[config.mk]
export PLATFORM = sky130hd
export DESIGN_NAME = hsl_to_rgb_converter
export DESIGN_NICKNAME = d
export VERILOG_FILES = /design/src/rtl/hsl_pkg.sv /design/src/rtl/hsl_to_rgb_converter.sv /design/src/rtl/hsl_prep.sv /design/src/rtl/hsl_chan.sv
export SDC_FILE = /design/constraint.sdc
export NUM_CORES = 2
export LEC_CHECK = 0
export BUFFER_PORTS_ARGS = -buffer_cell sky130_fd_sc_hd__buf_2
export CAP_MARGIN = 20
export CORE_MARGIN = 1
export CORE_UTILIZATION = 55
export DETAILED_ROUTE_END_ITERATION = 16
export HOLD_SLACK_MARGIN = 0.1
export PLACE_DENSITY_LB_ADDON = 0.25
export SYNTH_ARGS = -nofsm -noshare
export SYNTH_HDL_FRONTEND = slang
export SYNTH_SLANG_ARGS = --single-unit
[constraint.sdc]
create_clock -name clk -period 11.6 [get_ports clk]
set_clock_uncertainty 0.2 [all_clocks]
set_input_delay 2.32 -clock clk [delete_from_list [all_inputs] [get_ports clk]]
set_output_delay 2.32 -clock clk [all_outputs]
set_load 0.1 [all_outputs]
[src/rtl/hsl_pkg.sv]
// hsl_pkg: shared types and constants for the HSL to RGB converter.
// No dependencies; imported by hsl_prep, hsl_chan and hsl_to_rgb_converter.
package hsl_pkg;

  localparam int HUE_TURN  = 360;
  localparam int PCT_MAX   = 100;
  localparam int PCT_HALF  = 50;
  localparam int LIT_TWICE = 200;
  localparam int RAMP_STEP = 60;

  // 255/600000 reduces to 17/40000, and 40000 = 64 * 625.
  // floor(y/625) for y < 2^18 is exactly (y * 429497) >> 28.
  localparam int CH_NUM      = 17;
  localparam int CH_SHIFT    = 6;
  localparam int RECIP       = 429497;
  localparam int RECIP_SHIFT = 28;

  localparam int HUE_W  = 9;   // 0..359
  localparam int PCT_W  = 7;   // 0..100
  localparam int MID_W  = 14;  // high, low and their difference, <= 10000
  localparam int FRAC_W = 6;   // ramp position, 0..60
  localparam int RAMP_W = 20;  // ramp value, <= 600000
  localparam int CH_W   = 8;

  localparam int STAGES = 6;

  typedef logic [MID_W-1:0]  mid_t;
  typedef logic [FRAC_W-1:0] frac_t;
  typedef logic [CH_W-1:0]   chan_t;

  // per-stage load strobes
  typedef struct packed {
    logic [2:0] prep;
    logic [2:0] chan;
  } hsl_ld_t;

  typedef struct packed {
    mid_t low;
    mid_t diff;
  } hsl_coef_t;

endpackage

[src/rtl/hsl_to_rgb_converter.sv]
// hsl_to_rgb_converter: HSL to 8-bit RGB, six-stage pipeline.
// Depends on hsl_pkg, hsl_prep and hsl_chan.
//
//  channel | dir | signals                    | payload
//  --------+-----+----------------------------+-----------------------------------
//  in      | in  | in_tvalid/tready/tdata[31:0] | hue, saturation, lightness
//  out     | out | out_tvalid/tready/tdata[23:0]| red, green, blue
//
// One transaction per clock sustained while out_tready is high; a result passes
// through the six register stages (wrap/clamp, intermediates, ramp positions,
// ramp value, scale, reciprocal multiply) before out_tvalid rises.
// Reset clears only the stage valid bits. Each stage takes new data when it
// is empty or the next stage moves on, so bubbles close up under a stall.
module hsl_to_rgb_converter (
  input  logic        clk,
  input  logic        rst_n,
  input  logic        in_tvalid,
  output logic        in_tready,
  input  logic [31:0] in_tdata,   // [9:0] hue_in, [17:10] saturation_in,
                                  // [25:18] lightness_in, [31:26] zero
  output logic        out_tvalid,
  input  logic        out_tready,
  output logic [23:0] out_tdata   // [7:0] red_out, [15:8] green_out, [23:16] blue_out
);
  import hsl_pkg::*;

  logic [STAGES-1:0] vld_r, vld_nxt, vld_in, rdy;
  hsl_ld_t           ld;
  hsl_coef_t         coef;
  frac_t             f_red, f_green, f_blue;
  chan_t             red_out, green_out, blue_out;

  always_comb begin
    vld_in = {vld_r[STAGES-2:0], in_tvalid};
    rdy[STAGES-1] = ~vld_r[STAGES-1] | out_tready;
    for (int k = STAGES - 2; k >= 0; k--) begin
      rdy[k] = ~vld_r[k] | rdy[k+1];
    end
    for (int k = 0; k < STAGES; k++) begin
      vld_nxt[k] = rdy[k] ? vld_in[k] : vld_r[k];
    end
    ld.prep = rdy[2:0] & vld_in[2:0];
    ld.chan = rdy[5:3] & vld_in[5:3];
  end

  always_ff @(posedge clk) begin
    if (!rst_n) begin
      vld_r <= '0;
    end else begin
      vld_r <= vld_nxt;
    end
  end

  hsl_prep u_prep (
    .clk           (clk),
    .ld            (ld.prep),
    .hue_in        (in_tdata[9:0]),
    .saturation_in (in_tdata[17:10]),
    .lightness_in  (in_tdata[25:18]),
    .coef          (coef),
    .f_red         (f_red),
    .f_green       (f_green),
    .f_blue        (f_blue)
  );

  hsl_chan u_red (
    .clk      (clk),
    .ld       (ld.chan),
    .coef     (coef),
    .frac     (f_red),
    .chan_out (red_out)
  );

  hsl_chan u_green (
    .clk      (clk),
    .ld       (ld.chan),
    .coef     (coef),
    .frac     (f_green),
    .chan_out (green_out)
  );

  hsl_chan u_blue (
    .clk      (clk),
    .ld       (ld.chan),
    .coef     (coef),
    .frac     (f_blue),
    .chan_out (blue_out)
  );

  assign in_tready  = rdy[0];
  assign out_tvalid = vld_r[STAGES-1];
  assign out_tdata  = {blue_out, green_out, red_out};

endmodule

[src/rtl/hsl_prep.sv]
// hsl_prep: first three pipeline stages - hue wrap, clamping, high/low
// intermediates and ramp positions per channel. Depends on hsl_pkg.
module hsl_prep (
  input  logic                clk,
  input  logic [2:0]          ld,
  input  logic [9:0]          hue_in,
  input  logic [7:0]          saturation_in,
  input  logic [7:0]          lightness_in,
  output hsl_pkg::hsl_coef_t  coef,
  output hsl_pkg::frac_t      f_red,
  output hsl_pkg::frac_t      f_green,
  output hsl_pkg::frac_t      f_blue
);
  import hsl_pkg::*;

  // ramp position: rising over 0..59, flat top to 179, falling to 239, floor after
  function automatic frac_t ramp_frac(input logic [HUE_W-1:0] a);
    frac_t f;
    if (a < HUE_W'(RAMP_STEP)) begin
      f = FRAC_W'(a);
    end else if (a < HUE_W'(3 * RAMP_STEP)) begin
      f = FRAC_W'(RAMP_STEP);
    end else if (a < HUE_W'(4 * RAMP_STEP)) begin
      f = FRAC_W'(HUE_W'(4 * RAMP_STEP) - a);
    end else begin
      f = '0;
    end
    return f;
  endfunction

  // stage 0
  logic [HUE_W-1:0] hue_r, hue_nxt;
  logic [PCT_W-1:0] sat_r, sat_nxt, lit_r, lit_nxt;

  always_comb begin
    if (hue_in >= 10'(2 * HUE_TURN)) begin
      hue_nxt = HUE_W'(hue_in - 10'(2 * HUE_TURN));
    end else if (hue_in >= 10'(HUE_TURN)) begin
      hue_nxt = HUE_W'(hue_in - 10'(HUE_TURN));
    end else begin
      hue_nxt = HUE_W'(hue_in);
    end
    sat_nxt = (saturation_in > 8'(PCT_MAX)) ? PCT_W'(PCT_MAX) : saturation_in[PCT_W-1:0];
    lit_nxt = (lightness_in > 8'(PCT_MAX)) ? PCT_W'(PCT_MAX) : lightness_in[PCT_W-1:0];
  end

  always_ff @(posedge clk) begin
    if (ld[0]) begin
      hue_r <= hue_nxt;
      sat_r <= sat_nxt;
      lit_r <= lit_nxt;
    end
  end

  // stage 1: high intermediate, 200*L and the shifted angles
  // zero saturation needs no path of its own: high = low = 100*L gives the grey
  mid_t             high_r, high_nxt;
  logic [14:0]      lit2_r, lit2_nxt;
  logic [HUE_W-1:0] ang_r_r, ang_r_nxt, ang_g_r, ang_b_r, ang_b_nxt;
  logic [7:0]       sat_sum, ls_sum;
  logic [14:0]      prod_dark, prod_light;

  always_comb begin
    sat_sum    = 8'(PCT_MAX) + {1'b0, sat_r};
    ls_sum     = {1'b0, lit_r} + {1'b0, sat_r};
    prod_dark  = 15'(lit_r) * 15'(sat_sum);
    prod_light = 15'(ls_sum) * 15'(PCT_MAX) - 15'(sat_r) * 15'(lit_r);
    high_nxt   = (lit_r < PCT_W'(PCT_HALF)) ? prod_dark[MID_W-1:0] : prod_light[MID_W-1:0];
    lit2_nxt   = 15'(lit_r) * 15'(LIT_TWICE);
    ang_r_nxt  = (hue_r < HUE_W'(4 * RAMP_STEP)) ? hue_r + HUE_W'(2 * RAMP_STEP)
                                                 : hue_r - HUE_W'(4 * RAMP_STEP);
    ang_b_nxt  = (hue_r >= HUE_W'(2 * RAMP_STEP)) ? hue_r - HUE_W'(2 * RAMP_STEP)
                                                  : hue_r + HUE_W'(4 * RAMP_STEP);
  end

  always_ff @(posedge clk) begin
    if (ld[1]) begin
      high_r  <= high_nxt;
      lit2_r  <= lit2_nxt;
      ang_r_r <= ang_r_nxt;
      ang_g_r <= hue_r;
      ang_b_r <= ang_b_nxt;
    end
  end

  // stage 2: low, spread and ramp positions
  mid_t  low_nxt, diff_nxt;
  hsl_coef_t coef_r;
  frac_t f_red_r, f_green_r, f_blue_r;

  always_comb begin
    low_nxt  = MID_W'(lit2_r - 15'(high_r));
    diff_nxt = high_r - low_nxt;
  end

  always_ff @(posedge clk) begin
    if (ld[2]) begin
      coef_r.low  <= low_nxt;
      coef_r.diff <= diff_nxt;
      f_red_r     <= ramp_frac(ang_r_r);
      f_green_r   <= ramp_frac(ang_g_r);
      f_blue_r    <= ramp_frac(ang_b_r);
    end
  end

  assign coef    = coef_r;
  assign f_red   = f_red_r;
  assign f_green = f_green_r;
  assign f_blue  = f_blue_r;

endmodule

[src/rtl/hsl_chan.sv]
// hsl_chan: last three pipeline stages of one colour channel - ramp value,
// then scaling by 255/600000 through a reciprocal multiply. Depends on hsl_pkg.
module hsl_chan (
  input  logic               clk,
  input  logic [2:0]         ld,
  input  hsl_pkg::hsl_coef_t coef,
  input  hsl_pkg::frac_t     frac,
  output hsl_pkg::chan_t     chan_out
);
  import hsl_pkg::*;

  localparam int SC_W = RAMP_W + 5;           // ramp * 17
  localparam int Y_W  = SC_W - CH_SHIFT;      // after the divide by 64
  localparam int P_W  = Y_W + 19;             // times the reciprocal

  logic [RAMP_W-1:0] ramp_r, ramp_nxt;
  logic [SC_W-1:0]   sc;
  logic [Y_W-1:0]    y_r;
  logic [P_W-1:0]    prod;
  chan_t             q_r;

  // low*60 + spread*position covers all four ramp segments
  always_comb begin
    ramp_nxt = RAMP_W'(coef.low) * RAMP_W'(RAMP_STEP) + RAMP_W'(coef.diff) * RAMP_W'(frac);
    sc       = SC_W'(ramp_r) * SC_W'(CH_NUM);
    prod     = P_W'(y_r) * P_W'(RECIP);
  end

  always_ff @(posedge clk) begin
    if (ld[0]) begin
      ramp_r <= ramp_nxt;
    end
    if (ld[1]) begin
      y_r <= sc[SC_W-1:CH_SHIFT];
    end
    if (ld[2]) begin
      q_r <= prod[RECIP_SHIFT +: CH_W];
    end
  end

  assign chan_out = q_r;

endmodule
==> reports/qor.yml <==
grt_antenna_before_repair: 1
hold_class: "flop to flop"
vias_per_cell: 5.30
cts_hold_buf: 0
critPathMaxFanout: 8
place_area_mm2: 0.0468
coreArea_mm2: 0.0811
synth.area.top_cells: "fa_1 (30%), ha_1 (21%), edfxtp_1 (17%)"
start_util: 0.559
path_cells: "ha_1, a21oi_1, o21ai_0, a21oi_1, o21ai_0, a21oi_1, xnor2_1, inv_1, fa_1, inv_1, ha_1, a21oi_1, xor2_1, ha_1, fa_1, fa_1, inv_1, ha_1, nand3_1, nand2_1, a41o_1, o41ai_1, xnor2_1, mux2i_1"
ys_seq_elements: 258
worstMarginPinSlew_ns: 0.910
fmaxAchievable_mhz: 147
routed_wirelength_mm: 91.3
grtUsageMet1: 0.327
clock-root-buffer: "clkbuf_16"
criticalPathCategory: "flop to flop"
die_h_um: 289
yosys.area.top_type: "fa_1"
post-cts-setup-buffer-count: 0
grt_use_met3: 0.0348
cap_violations: 0
synthesis.instances: 4551
ant_nets: 0
start_kind: "flop"
grt-busiest-layer: "met2"
synth_edf_count: 252
drt_iter0_markers: 1751
drive_above_1_share: 0.0332
async_flop_share: 0
ys_seq_area_frac: 0.170
grt_pass1_wl_mm: 153
num_antenna_cells: 0
avgSynthCellArea_um2: 9.95
arrival_ns: 6.88
clockBufferDepth: 3
status: "finished clean"
clkTransAtPathRegs_ns: 0.06
yosys-top-cells-count: "inv_1 (1175), ha_1 (778), fa_1 (687)"
worstPathRequired_ns: 11.68
dieArea_mm2: 0.0835
setup_viol: 0
grt_overflow: 0
synthFlopType: "edfxtp_1"
via_count: 30200
numCtsBuffers: 38
cts_resized: 0
synth_top_area_frac: 0.304
tns_ns: 0
rsz0062_at_grt: "no"
clkLatencyLatePin_ns: 0.57
rows: 104
cts_tree: "done"
slowest_stage: "edfxtp_1"
ys_warn_count: 0
firstDrtPassIters: 6
post-route-period-util: 0.586
post-synth-top-count-cell: "inv_1"
routedWlPerCell_um: 16.0
pin_count: 62
end_kind: "flop"
grt_max_degree: 58
drc: 0
fin_area_mm2: 0.0481
area_growth_pct: 6.26
grt_pass1_vias: 31100
fin_crit_ns: 6.79
die_w_um: 289
clkSinkCount: 258
synthDistinctLibCells: 76
gp_congestion: 0.950
syn_area_mm2: 0.0453
globalRouteTotalUtil: 0.230
max_stage_delay_ns: 0.57
cts-htree-levels: 2
io_buffers: 55
dpl.hpwl_mm: 77.7
use_met2: 0.374
drv_slew: 0
relSlewSlack: 0.389
hold_viol: 0
fin_nets: 6108
layout by cell type (no fill, tap or decap), drive strengths merged, types with 7 or more instances in the layout:
cell type / n
clkinv: 12
nor3: 42
fa: 687
a21o: 73
or3: 17
a211o: 10
nand4: 13
ha: 778
or2: 12
inv: 1179
clkbuf: 44
xnor2: 158
o21bai: 25
o211ai: 18
a21oi: 184
a31oi: 20
o21ai: 98
a22oi: 7
a211oi: 14
a21boi: 9
conb: 12
o21a: 33
a41oi: 7
nand2: 325
edfxtp: 252
nor2: 135
a2111oi: 9
nand3: 41
nand2b: 15
and2: 122
and3: 20
nor2b: 35
buf: 66
xor2: 69
cells by family after synthesis:
family	synth area share
other cells	0.000166
xor+xnor	0.0446
mux	0.00133
flops	0.170
simple gates	0.0831
compound gates	0.0803
fa+ha+maj	0.519
buf+inv	0.102
sequential cells by signal, summed over array words and instances, names as in the netlist, 9 cells and up:
name	count
u_prep.coef	27
u_blue.ramp_r	19
u_blue.y_r	19
u_green.ramp_r	19
u_green.y_r	19
u_red.ramp_r	19
u_red.y_r	19
u_prep.high_r	14
u_prep.lit2_r	11
u_prep.ang_b_r	9
u_prep.hue_r	9
critical path: cells and delay by family (launching register included):
kind	cells	cell delay, ns
AO/OA/AOI/OAI	8	1.73
XOR/XNOR	3	0.60
adder cells (fa/ha/maj)	7	2.91
flip-flops	1	0.57
AND/OR/NAND/NOR	2	0.14
buffers and inverters	3	0.21
multiplexers	1	0.14
metal layers:
| metal | wire length (um) | vias to the layer above |
|---|---|---|
| li1 | - | 14600 |
| met2 | 42500 | 606 |
| met5 | 0 | - |
| met3 | 4890 | 84 |
| met4 | 1370 | 0 |
| met1 | 42500 | 14900 |
area by class of cell:
type                    instances  area (um^2)
multi-input cells            3068        33100
clock inverters                24          282
clock buffers                  44          995
well taps                    1060         1330
inverters                    1175         4410
repair buffers                 66          370
fillers                      6837        32900
flip-flops and latches        258         7690
final timing paths:
check / start / to / slack (ns) / cells past startpoint
worst min register to register: u_prep.hue_r[1] / u_prep.ang_b_r[1] / 0.22 / 0
worst max-delay path: u_prep.sat_r[1] / u_prep.high_r[13] / 4.81 / 24
worst min-delay path: u_prep.hue_r[1] / u_prep.ang_b_r[1] / 0.22 / 0
worst max register to register: u_prep.sat_r[1] / u_prep.high_r[13] / 4.81 / 24
stage by stage:
stage	instances	util	hold WS [ns]	setup WS [ns]
2_1_floorplan	4561	-	0.200	4.10
3_3_place_gp	5626	0.578	0.207	4.95
3_5_place_dp	5626	0.578	0.212	4.88
4_1_cts	5694	0.594	0.222	4.84
5_1_grt	5695	0.594	0.220	4.33
6_report	5695	0.594	0.219	4.81
Power is left out: the tool's default activity adds up to more than one toggle a clock period on the data nets, which glitch-free logic cannot reach.
